--- src/hw/rtl/wss_pkg.sv ---
`default_nettype none
// ----------------------------------------------------------------------------
// Windowed sample statistics package
// Payload structs, controller/datapath command and status types, constants.
// ----------------------------------------------------------------------------
package wss_pkg;

  localparam int SAMPLE_BITS = 32;
  localparam int COUNT_BITS  = 32;
  localparam logic [31:0] PERIOD_RESET = 32'd1000000;
  localparam logic [COUNT_BITS-1:0] COUNT_MAX = '1;

  typedef enum logic [1:0] {
    KIND_SAMPLE  = 2'd0,
    KIND_TICK    = 2'd1,
    KIND_REFRESH = 2'd2,
    KIND_CLEAR   = 2'd3
  } kind_t;

  typedef struct packed {
    logic [1:0]  kind;
    logic [31:0] sample;
  } in_item_t;

  typedef struct packed {
    logic [63:0] scaled_count;
    logic [31:0] mean;
    logic [63:0] variance;
    logic [31:0] low_mark;
    logic [31:0] high_mark;
    logic [31:0] elapsed_ticks;
  } out_item_t;

  // Controller -> datapath commands
  typedef struct packed {
    logic accum;      // apply the input item to the running values
    logic snap;       // capture running values into report regs, clear running
    logic div_start;  // start one division
    logic [1:0] div_sel;  // which quotient
    logic var_mul;    // square the mean
    logic var_sub;    // form variance
    logic mul_start;  // count * ticks partial products
    logic load_out;   // move the finished report into the output register
  } dp_cmd_t;

  typedef enum logic [1:0] {
    DIV_MEAN  = 2'd0,
    DIV_SQ    = 2'd1,
    DIV_SCALE = 2'd2
  } div_sel_t;

  // Datapath -> controller status
  typedef struct packed {
    logic report_due;  // after accumulation, period reached
    logic div_done;
    logic mul_done;
    logic has_samples; // snapshot holds at least one sample
  } dp_sts_t;

endpackage

`default_nettype wire

--- src/hw/rtl/wss_control.sv ---
`default_nettype none
// ----------------------------------------------------------------------------
// Windowed sample statistics controller
// Sequences accumulation, report snapshot, divisions and output transfer.
// ----------------------------------------------------------------------------
module wss_control (
  input  wire logic             clk,
  input  wire logic             rst,
  input  wire logic             in_valid,
  output logic                  in_ready,
  input  wire wss_pkg::in_item_t item,
  output logic                  out_valid,
  input  wire logic             out_ready,
  output wss_pkg::dp_cmd_t      cmd,
  input  wire wss_pkg::dp_sts_t sts
);
  import wss_pkg::*;

  typedef enum logic [9:0] {
    ST_IDLE   = 10'b0000000001,
    ST_SNAP   = 10'b0000000010,
    ST_MEAN   = 10'b0000000100,
    ST_SQ_GO  = 10'b0000001000,
    ST_SQ     = 10'b0000010000,
    ST_VMUL   = 10'b0000100000,
    ST_VSUB   = 10'b0001000000,
    ST_MUL    = 10'b0010000000,
    ST_SCALE  = 10'b0100000000,
    ST_OUT    = 10'b1000000000
  } state_t;

  state_t state, state_next;
  logic [1:0] sel, sel_next;
  logic accepted;
  logic out_full;

  assign in_ready  = (state == ST_IDLE);
  assign out_valid = out_full;
  assign accepted  = in_valid && in_ready;

  always_comb begin
    state_next    = state;
    sel_next      = sel;
    cmd           = '0;
    cmd.div_sel   = sel;
    case (state)
      ST_IDLE: begin
        if (accepted) begin
          cmd.accum = (item.kind != KIND_REFRESH);
          if (item.kind == KIND_REFRESH ||
              (item.kind != KIND_CLEAR && sts.report_due)) state_next = ST_SNAP;
        end
      end
      ST_SNAP: begin
        cmd.snap = 1'b1;
        state_next = ST_MEAN;
      end
      ST_MEAN: begin
        if (sts.has_samples) begin
          sel_next = DIV_MEAN;
          cmd.div_sel = DIV_MEAN;
          cmd.div_start = 1'b1;
          state_next = ST_SQ_GO;
        end else begin
          state_next = ST_MUL;
        end
      end
      ST_SQ_GO: begin
        if (sts.div_done) begin
          sel_next = DIV_SQ;
          state_next = ST_SQ;
        end
      end
      ST_SQ: begin
        cmd.div_start = 1'b1;
        state_next = ST_VMUL;
      end
      ST_VMUL: begin
        if (sts.div_done) begin
          cmd.var_mul = 1'b1;
          state_next = ST_VSUB;
        end
      end
      ST_VSUB: begin
        cmd.var_sub = 1'b1;
        state_next = ST_MUL;
      end
      ST_MUL: begin
        cmd.mul_start = 1'b1;
        sel_next = DIV_SCALE;
        state_next = ST_SCALE;
      end
      ST_SCALE: begin
        if (sts.mul_done) cmd.div_start = 1'b1;
        if (sts.div_done) state_next = ST_OUT;
      end
      ST_OUT: begin
        // Hand the report to the output register once it is free
        if (!out_full || out_ready) begin
          cmd.load_out = 1'b1;
          state_next = ST_IDLE;
        end
      end
      default: state_next = ST_IDLE;
    endcase
  end

  always_ff @(posedge clk) begin
    if (rst) begin
      state <= ST_IDLE;
      sel   <= DIV_MEAN;
    end else begin
      state <= state_next;
      sel   <= sel_next;
    end
  end

  // Output register occupancy
  always_ff @(posedge clk) begin
    if (rst) begin
      out_full <= 1'b0;
    end else if (cmd.load_out) begin
      out_full <= 1'b1;
    end else if (out_ready) begin
      out_full <= 1'b0;
    end
  end

endmodule

`default_nettype wire

--- config.mk ---
export PLATFORM = sky130hd
export DESIGN_NAME = wss_control
export DESIGN_NICKNAME = d
export VERILOG_FILES = /design/src/hw/rtl/wss_pkg.sv /design/src/hw/rtl/wss_control.sv
export SDC_FILE = /design/constraint.sdc
export NUM_CORES = 1
export LEC_CHECK = 0
export BUFFER_PORTS_ARGS = -buffer_cell sky130_fd_sc_hd__buf_2
export CELL_PAD_IN_SITES_DETAIL_PLACEMENT = 0
export CELL_PAD_IN_SITES_GLOBAL_PLACEMENT = 1
export CORE_UTILIZATION = 31
export CTS_CLUSTER_DIAMETER = 30
export DETAILED_ROUTE_END_ITERATION = 10
export PLACE_DENSITY = 0.88
export SLEW_MARGIN = 20
export SYNTH_ARGS = -nofsm -noshare
export SYNTH_HDL_FRONTEND = slang
export SYNTH_SLANG_ARGS = --single-unit
--- constraint.sdc ---
create_clock -name clk -period 5.85 [get_ports clk]
set_clock_uncertainty 0.2 [all_clocks]
set_input_delay 0.2925 -clock clk [delete_from_list [all_inputs] [get_ports clk]]
set_output_delay 0.2925 -clock clk [all_outputs]
set_load 0.02 [all_outputs]
# == Word level (Yosys, flattened, before mapping) ==
# Index checks and enable logic that the tools add are counted.
# op_classes
eq_ne,20
n_mux,26
n_reduce_logical,9
# ops
cell,n
$pmux 10 s10,1
$mux 10,6
$ne 2x2->1 const B,7
$mux 1,12
$eq 10x1->1 const B,1
$eq 10x10->1 const B,1
$eq 10x2->1 const B,1
$eq 10x3->1 const B,1
$eq 10x4->1 const B,1
$eq 10x5->1 const B,1
$eq 10x6->1 const B,1
$eq 10x7->1 const B,1
$eq 10x8->1 const B,1
$eq 10x9->1 const B,1
$mux 8,1
$mux 2,3
$pmux 2 s3,1
$reduce_and 6->1,1
$ne 2x1->1 const B,2
$mux 3,1
$pmux 1 s3,1
$reduce_and 3->1,1
$reduce_bool 3->1,1
$eq 2x2->1 const B,1
other kinds (4),6
# totals
register_bits,13
output_inout_bits,11
elab_cells,58

# == Logic depth before layout (Yosys ltp) ==
# Gate-level depths: netlist of run 1.
# depth
word_depth,6
ltp_mapped,7
depth_no_buf,5

# == Worst setup path before layout of run 1 ==
# OpenSTA, ideal clock, no wires.
# synth_path
path_kind,register -> output
from,reg state[9]
to,out cmd[8] in the netlist's numbering
t_arrival_ps,2021
t_required_ps,5358
slack_ps,3337
path_stages_with_launch,7
cell_sequence,dfxtp_1 -> buf_6 -> or4_1 -> buf_2 -> or4b_4 -> inv_1 -> and3_1
# synth_rtl
element,line_no,text
"start, declared",wss_control.sv:32,"state_t state, state_next;"
"start signal, assigned",wss_control.sv:113,state <= state_next;
"end, declared",wss_control.sv:14,"output wss_pkg::dp_cmd_t cmd,"

==> results of run 1 <==
## how the worst max path moves through the flow
stage               depth (start not counted)  startpoint  endpoint  slack (ns)
floorplan                                   6    state[9]    cmd[8]        3.34
global placement                            6   out_ready  state[0]        3.34
detailed placement                          6   out_ready  state[0]        3.30
CTS                                         5    state[5]    cmd[8]        3.02
global route                                5    state[5]    cmd[8]        2.90
finish                                      5    state[5]    cmd[8]        3.01
## cells in the mapped netlist (3+ instances only)
cell,n
sky130_fd_sc_hd__nor2_1,10
sky130_fd_sc_hd__nor3_1,4
sky130_fd_sc_hd__clkbuf_1,3
sky130_fd_sc_hd__inv_1,4
sky130_fd_sc_hd__o21ai_0,4
sky130_fd_sc_hd__nand2_1,6
sky130_fd_sc_hd__nand3_1,4
sky130_fd_sc_hd__dfxtp_1,13
sky130_fd_sc_hd__nor2b_1,4
sky130_fd_sc_hd__a21oi_1,10
sky130_fd_sc_hd__nor4_1,5
## metrics by stage
| step | hold slack [ns] | instances | utilization | cell area (um2) | setup WS, ns |
|---|---|---|---|---|---|
| 2_1_floorplan | 0.249 | 111 | - | 881 | 3.34 |
| 3_3_place_gp | 0.263 | 154 | 0.376 | 975 | 3.34 |
| 3_5_place_dp | 0.287 | 154 | 0.376 | 975 | 3.30 |
| 4_1_cts | 0.109 | 158 | 0.386 | 1000 | 3.02 |
| 5_1_grt | 0.108 | 158 | 0.386 | 1000 | 2.90 |
| 6_report | 0.111 | 158 | 0.386 | 1000 | 3.01 |
## layout by cell type (no fill, tap or decap), types with 2 or more instances in the layout
master                      n
sky130_fd_sc_hd__buf_2     20
sky130_fd_sc_hd__dfxtp_1   13
sky130_fd_sc_hd__nor2_1    10
sky130_fd_sc_hd__a21oi_1   10
sky130_fd_sc_hd__nand2_1    6
sky130_fd_sc_hd__nor4_1     5
sky130_fd_sc_hd__nor2b_1    4
sky130_fd_sc_hd__nor3_1     4
sky130_fd_sc_hd__inv_1      4
sky130_fd_sc_hd__nand3_1    4
sky130_fd_sc_hd__o21ai_0    4
sky130_fd_sc_hd__clkbuf_4   3
sky130_fd_sc_hd__or2_2      2
sky130_fd_sc_hd__or4_1      2
sky130_fd_sc_hd__nor3b_1    2
sky130_fd_sc_hd__nand2b_1   2
sky130_fd_sc_hd__and2_1     2
sky130_fd_sc_hd__and4_1     2
sky130_fd_sc_hd__nor4b_1    2
sky130_fd_sc_hd__or2b_1     2
sky130_fd_sc_hd__o22a_1     2
sky130_fd_sc_hd__a31oi_1    2
## where the power goes
| group | switching [W] | internal, W |
|---|---|---|
| registers | 0.0000103 | 0.0000937 |
| logic | 0.0000516 | 0.0000409 |
| clock network | 0.0000301 | 0.0000264 |
| total | 0.0000921 | 0.000161 |
## area by class of cell
| class | instances | area share |
|---|---|---|
| Sequential cell | 13 | 0.260 |
| Multi-Input combinational cell | 87 | 0.561 |
| Clock buffer | 4 | 0.0263 |
| Tap cell | 30 | 0.0375 |
| Timing Repair Buffer | 20 | 0.100 |
| Inverter | 4 | 0.0150 |
## sequential cells by signal, summed over array words and instances, names as in the netlist
signal	cells
out_valid	1
state	10
sel	2
## cell families (layout without fill, tap and decap cells)
group,count (synthesis),count (layout)
and+or+nand+nor,59,59
buffers and inverters,11,28
DFF,13,13
AOI/OAI and AO/OA,26,26
xor gates and xnor gates,2,2
## routing by layer
metal / share of wire / global-route usage
met5: 0 / 0
met4: 0.0060 / 0.0500
met3: 0.037 / 0.0351
met2: 0.48 / 0.232
met1: 0.48 / 0.197
## worst max-delay path, delay by kind of cell, from the launching register on
kind          cells  cell delay [ns]
simple gates      3             1.40
flops             1             0.43
buf+inv           2             0.25
==> PnR_summary.wiki, run 1 <==
{| class="wikitable"
! Metric !! Value
|-
| Cell chosen for the clock root || sky130_fd_sc_hd__clkbuf_4
|-
| Footprint of the multi-input gates || 562 um2
|-
| Total congestion overflow after global routing || 0
|-
| Post-cts resize count || 0
|-
| Clock Latency Late Sink || 0.27 ns
|-
| Via count of the first global-routing pass || 795
|-
| Post-route ant nets || 0
|-
| Total Die Area || 0.00306 mm2
|-
| Post-CTS clock slew at the launch and capture registers of the worst setup and hold paths || 0.08 ns
|-
| Ports || 53
|-
| Complex-gate fraction of the synthesized area || 0.195
|-
| WL final || 2150 um
|-
| Count of inserted antenna diode cells || 0
|-
| Critical Path End Type || output pin
|-
| Synth top area share || 0.295
|-
| Via density per instance || 5.71
|-
| Fraction of layout cells with a size suffix above 1 || 0.258
|-
| Area added between synthesis and finish || 13.6%
|-
| Placed wire-length estimate || 1600 um
|-
| CTS tree || done
|-
| Library cell contributing the largest single delay on the critical path || sky130_fd_sc_hd__or4_1
|-
| Endpoints failing hold || 0
|-
| Depth of the most critical reg-to-reg path || 4
|-
| R2r endpoint || state[0]
|-
| Height of the die || 55.3 um
|-
| Min Tclk post-route || 2.84 ns
|-
| Status || completed
|-
| Pin count of the biggest net entering global routing || 13
|-
| Count of different cell masters after synthesis || 45
|-
| Layout filler cell count || 270
|-
| Post-synthesis share of cell area spent on full adders, half adders and majority gates || 0
|-
| Core footprint || 0.00259 mm2
|-
| Biggest area contributors in the synthesized netlist || sky130_fd_sc_hd__dfxtp_1 (30%), sky130_fd_sc_hd__a21oi_1 (5.7%), sky130_fd_sc_hd__nor2_1 (4.3%), sky130_fd_sc_hd__nor4_1 (3.6%), sky130_fd_sc_hd__nor2b_1 (2.8%)
|-
| Mapped Area || 881 um2
|-
| Worst slew margin relative to its limit || 0.465
|-
| Post-Syn Instances || 111
|-
| Iteration count of the initial detailed-routing pass || 4
|-
| Post-synthesis register bit count || 13
|-
| Final setup viols || 0
|-
| Main combinational cell family by area after synthesis || simple AND/OR/NAND/NOR gates
|-
| H-tree level count || 1
|-
| Count of final max-slew check failures || 0
|-
| Largest stage delay on the critical path || 0.66 ns
|-
| Sort of element at the start of the critical path || flip-flop
|-
| XOR/XNOR share of the synthesized area || 0.0199
|-
| Hold worst-path end || out_valid
|-
| Register Area || 260 um2
|-
| Critical Path Fanout Max || 12
|-
| Beginning of the worst register-to-register path || state[5]
|-
| DRC viols || 0
|-
| Highest attainable clock frequency || 353 MHz
|-
| Proportion of synthesized area in mux cells || 0
|-
| Postcts setup bufs || 0
|-
| Pin slew with the least headroom to its limit || 0.800 ns
|-
| Power density over the cells || 253 mW/mm2
|-
| Final period utilization || 0.485
|-
| Nets || 171
|-
| Sequential fraction of the synthesis area || 0.295
|-
| Initial antenna violation count || 0
|-
| Number of buffers on the longest clock path || 2
|-
| Synth Area per Inst || 7.94 um2
|-
| EDFF count, synth || 0
|-
| Setup TNS || 0 ns
|-
| Cell row count || 18
|-
| Starting DRC count in detailed routing || 15
|-
| Overall power consumption || 0.000253 W
|-
| Worst-case register-to-register setup slack || 3.30 ns
|-
| Worst EP arrival || 2.34 ns
|-
| Mapped Nets || 153
|-
| Max-capacitance violation count || 0
|-
| Starting utilization of the core area || 0.340
|-
| Post-synthesis simple-gate area fraction || 0.423
|-
| Gr usage total || 0.147
|-
| Die extent in x || 55.3 um
|-
| Number of warnings issued by yosys || 0
|-
| Wire length per cell || 13.6 um
|-
| Source of the worst hold timing path || out_ready
|-
| Fraction of synthesis flops using an asynchronous set or reset pin || 0
|-
| Cell depth of the worst hold path || 3
|-
| Static leakage || 0.404 nW
|-
| PortBufs || 20
|-
| CTS buffer count || 3
|-
| Largest voltage drop on the vdd net || 0.000131 V
|-
| CP Class || flip-flop to output pin
|-
| First-pass GRT wire length || 3640 um
|-
| Total number of vias || 902
|-
| Hold crit path type || primary input to flip-flop
|-
| RSZ-0062 raised after global routing || no
|-
| Cell chain of the critical path || or4_1, or4b_4, inv_1, and3_1, buf_2
|-
| Hold buffer count at cts || 0
|-
| Clk sink count || 13
|-
| Main flop type after synthesis || sky130_fd_sc_hd__dfxtp_1
|-
| Required time at the endpoint of the critical path || 5.36 ns
|-
| Largest area contributor in the synthesized netlist || sky130_fd_sc_hd__dfxtp_1
|-
| Weighted congestion reported at the end of routability-driven placement || 0.828
|}
Note: power is estimated with default switching activity, not from simulation.
==> inputs of run 2 (changes only) <==
--- a/config.mk
+++ b/config.mk
@@ -5,13 +5,14 @@
 export SDC_FILE = /design/constraint.sdc
 export NUM_CORES = 1
 export LEC_CHECK = 0
+export ABC_AREA = 1
 export BUFFER_PORTS_ARGS = -buffer_cell sky130_fd_sc_hd__buf_2
 export CELL_PAD_IN_SITES_DETAIL_PLACEMENT = 0
 export CELL_PAD_IN_SITES_GLOBAL_PLACEMENT = 1
-export CORE_UTILIZATION = 31
+export CORE_UTILIZATION = 24
 export CTS_CLUSTER_DIAMETER = 30
 export DETAILED_ROUTE_END_ITERATION = 10
-export PLACE_DENSITY = 0.88
+export PLACE_DENSITY = 0.77
 export SLEW_MARGIN = 20
 export SYNTH_ARGS = -nofsm -noshare
 export SYNTH_HDL_FRONTEND = slang
==> constraint.sdc (replaced) <==
create_clock -name clk -period 2.29 [get_ports clk]
set_clock_uncertainty 0.2 [all_clocks]
set_input_delay 0.1145 -clock clk [delete_from_list [all_inputs] [get_ports clk]]
set_output_delay 0.1145 -clock clk [all_outputs]
set_load 0.02 [all_outputs]
==> run 2 against run 1 <==
  * Clock-buffer cell count did not move
  * Die area up 33%
  * Final area grew 13%
  * Sequential share of layout area down 3.0 points
  * Critical path type unchanged
  * Highest routed layer unchanged
  * Largest power group is now combinational logic
  * Worst setup slack got worse by 2.7 ns
  * Register-to-register slack got worse by 2.7 ns
  * Sequential cell count unchanged
  * Global-route usage is 2.6 points lower
  * Non-clock buffer count grew 2
  * Clock power rose to 3.6 times the previous value
  * Critical path depth is 2 higher
==> PnR_summary.wiki, run 2 <==
{| class="wikitable"
! Metric !! Value
|-
| Postcts setup bufs || 0 (unchanged)
|-
| Die extent in x || 63.8 um (+15%)
|-
| Fraction of synthesis flops using an asynchronous set or reset pin || 0 (unchanged)
|-
| Number of buffers on the longest clock path || 2 (unchanged)
|-
| Main combinational cell family by area after synthesis || simple AND/OR/NAND/NOR gates
|-
| Biggest area contributors in the synthesized netlist || sky130_fd_sc_hd__dfxtp_1 (28%), sky130_fd_sc_hd__nor2_1 (16%), sky130_fd_sc_hd__nand2_1 (15%), sky130_fd_sc_hd__inv_1 (12%), sky130_fd_sc_hd__nand3_1 (7.1%)
|-
| Mapped Area || 917 um2 (+4.1%)
|-
| CP Class || flip-flop to output pin
|-
| Count of different cell masters after synthesis || 18 (-60%)
|-
| Via density per instance || 4.04 (-29%)
|-
| PortBufs || 20 (unchanged)
|-
| Iteration count of the initial detailed-routing pass || 4 (unchanged)
|-
| Proportion of synthesized area in mux cells || 0 (unchanged)
|-
| Height of the die || 63.8 um (+15%)
|-
| Via count of the first global-routing pass || 793 (-0.25%)
|-
| Total number of vias || 929 (+3.0%)
|-
| Endpoints failing hold || 0 (unchanged)
|-
| Register ranked first by flip-flop count || state
|-
| CTS buffer count || 3 (unchanged)
|-
| Family of cells with the greatest summed delay on the critical path || simple AND/OR/NAND/NOR gates
|-
| Commonest cells in the netlist || sky130_fd_sc_hd__nor2_1 (39), sky130_fd_sc_hd__nand2_1 (37), sky130_fd_sc_hd__inv_1 (29)
|-
| Setup TNS || 0 ns (unchanged)
|-
| Worst EP arrival || 1.68 ns (-0.66 ns)
|-
| Count of inserted antenna diode cells || 0 (unchanged)
|-
| Cell chosen for the clock root || sky130_fd_sc_hd__clkbuf_8
|-
| Fraction of layout cells with a size suffix above 1 || 0.214 (-0.0435)
|-
| Clk sink count || 13 (unchanged)
|-
| Complex-gate fraction of the synthesized area || 0.0505 (-0.144)
|-
| Placed wire-length estimate || 1720 um (+7.8%)
|-
| Post-synthesis register bit count || 13 (unchanged)
|-
| Highest attainable clock frequency || 502 MHz
|-
| Library cell contributing the largest single delay on the critical path || sky130_fd_sc_hd__dfxtp_1
|-
| Synth Area per Inst || 5.80 um2 (-27%)
|-
| Pin slew with the least headroom to its limit || 0.323 ns (-0.477 ns)
|-
| Commonest non-fill, non-tap cell in the layout || sky130_fd_sc_hd__nor2_1
|-
| Critical Path Fanout Max || 5 (-7)
|-
| Sum of buffers and inverters on the critical path || 2 (unchanged)
|-
| Leading cell type by number of instances after synthesis || sky130_fd_sc_hd__nor2_1
|-
| Largest stage delay on the critical path || 0.34 ns (-0.32 ns)
|-
| Post-route ant nets || 0 (unchanged)
|-
| Starting DRC count in detailed routing || 21 (+6)
|-
| Layout filler cell count || 403 (+49%)
|-
| Final non-filler cell area || 0.00113 mm2 (+13%)
|-
| Number of warnings issued by yosys || 0 (unchanged)
|-
| Footprint of the multi-input gates || 537 um2 (-4.5%)
|-
| Total Die Area || 0.00407 mm2 (+33%)
|-
| First-pass GRT wire length || 3770 um (+3.6%)
|-
| Cell type with the highest occurrence count on the critical path || sky130_fd_sc_hd__nor2_1
|-
| Hold buffer count at cts || 2 (+2)
|-
| Status || completed
|-
| Cell chain of the critical path || nor2_1, nand2_2, inv_1, nand3_1, nor2_1, nand3b_1, buf_2
|-
| Synth top area share || 0.284 (-0.0117)
|-
| Nets || 225 (+32%)
|-
| Final setup viols || 0 (unchanged)
|-
| Max-capacitance violation count || 0 (unchanged)
|-
| Post-CTS clock slew at the launch and capture registers of the worst setup and hold paths || 0.05 ns (-0.03 ns)
|-
| Required time at the endpoint of the critical path || 1.98 ns (-3.38 ns)
|-
| Initial antenna violation count || 0 (unchanged)
|-
| Static leakage || 0.641 nW (+59%)
|-
| EDFF count, synth || 0 (unchanged)
|-
| Min Tclk post-route || 1.99 ns
|-
| Sort of element at the start of the critical path || flip-flop
|-
| Clock Latency Late Sink || 0.24 ns (-0.03 ns)
|-
| Wire length per cell || 9.65 um (-29%)
|-
| Area after detailed placement || 0.00107 mm2 (+9.4%)
|-
| Power density over the cells || 800 mW/mm2 (+220%)
|-
| Count of final max-slew check failures || 0 (unchanged)
|-
| Total congestion overflow after global routing || 0 (unchanged)
|-
| Post-synthesis share of cell area spent on full adders, half adders and majority gates || 0 (unchanged)
|-
| Placed insts || 224 (+45%)
|-
| Commonest cells after routing, fill and taps aside || sky130_fd_sc_hd__nor2_1 (39), sky130_fd_sc_hd__nand2_1 (37), sky130_fd_sc_hd__inv_1 (29)
|-
| Pin count of the biggest net entering global routing || 9 (-4)
|-
| Starting utilization of the core area || 0.251 (-0.0896)
|-
| Non-Filler Instances || 230 (+46%)
|-
| Weighted congestion reported at the end of routability-driven placement || 0.771 (-6.8%)
|-
| H-tree level count || 1 (unchanged)
|-
| Final period utilization || 0.869
|-
| Main flop type after synthesis || sky130_fd_sc_hd__dfxtp_1
|-
| Post-synthesis simple-gate area fraction || 0.535 (+0.111)
|-
| CTS tree || done
|-
| RSZ-0062 raised after global routing || no
|-
| Post-cts resize count || 0 (unchanged)
|-
| Mapped Nets || 200 (+31%)
|-
| XOR/XNOR share of the synthesized area || 0 (-0.0199)
|-
| Number of flip-flops in the largest register || 10 (unchanged)
|-
| Area added between synthesis and finish || 23.3%
|-
| Worst slew margin relative to its limit || 0.785 (+0.319)
|-
| Largest voltage drop on the vdd net || 0.000323 V (+150%)
|-
| Cell row count || 22 (+4)
|-
| Post-Syn Instances || 158 (+42%)
|-
| Ports || 53 (unchanged)
|-
| WL final || 2220 um (+3.2%)
|-
| Core footprint || 0.00366 mm2 (+41%)
|-
| Sequential fraction of the synthesis area || 0.284 (-0.0117)
|-
| DRC viols || 0 (unchanged)
|-
| Largest area contributor in the synthesized netlist || sky130_fd_sc_hd__dfxtp_1
|-
| Gr usage total || 0.121 (-0.0263)
|-
| Critical Path End Type || output pin
|-
| Register Area || 260 um2 (unchanged)
|-
| Hold crit path type || primary input to flip-flop
|}
==> run 2: routing by layer <==
layer | global-route usage | vias to the layer above | routed length [um]
met2 | 0.168 | 28 | 870
met5 | 0 | - | 0
met1 | 0.180 | 374 | 1190
met4 | 0.0597 | 0 | 45
met3 | 0.0161 | 5 | 113
li1 | - | 522 | -
==> run 2: cell type report <==
cell class              count  share of cell area
multi-input cells         114               0.475
flip-flops and latches     13               0.230
repair buffers             22               0.106
inverters                  29              0.0962
well taps                  48              0.0531
clock buffers               4              0.0398
==> run 2: worst register-to-register path, delay by kind of cell (launching register included) <==
| kind | cells | cell delay [ns] |
|---|---|---|
| and+or+nand+nor | 9 | 0.93 |
| DFF | 1 | 0.35 |
| buffers and inverters | 1 | 0.12 |
==> run 2: final timing paths <==
check	from	endpoint	slack, ns	cells past startpoint
max	state[5]	cmd[6]	0.30	7
min	sts[0]	state[7]	0.05	4
max reg2reg	state[0]	state[0]	0.58	10
min reg2reg	sel[1]	sel[1]	0.27	2
==> run 2: cell families after synthesis <==
logic type | after synthesis
simple gates | 107
buf+inv | 31
flops | 13
compound gates | 7
==> run 2: stage by stage <==
step,hold slack [ns],util,total power (W),worst slack (ns)
after floorplan,0.126,-,0.000603,0.793
after global placement,0.204,0.291,0.000706,0.520
after detailed placement,0.210,0.291,0.000704,0.535
after CTS,0.0497,0.309,0.000916,0.266
after global routing,0.0548,0.309,0.000989,0.106
final,0.0523,0.309,0.000905,0.299
==> run 2: power by group <==
part           total, W  internal [W]  switching (W)
clock network  0.000205      0.000123      0.0000822
registers      0.000282      0.000255      0.0000277
logic          0.000417      0.000138       0.000279
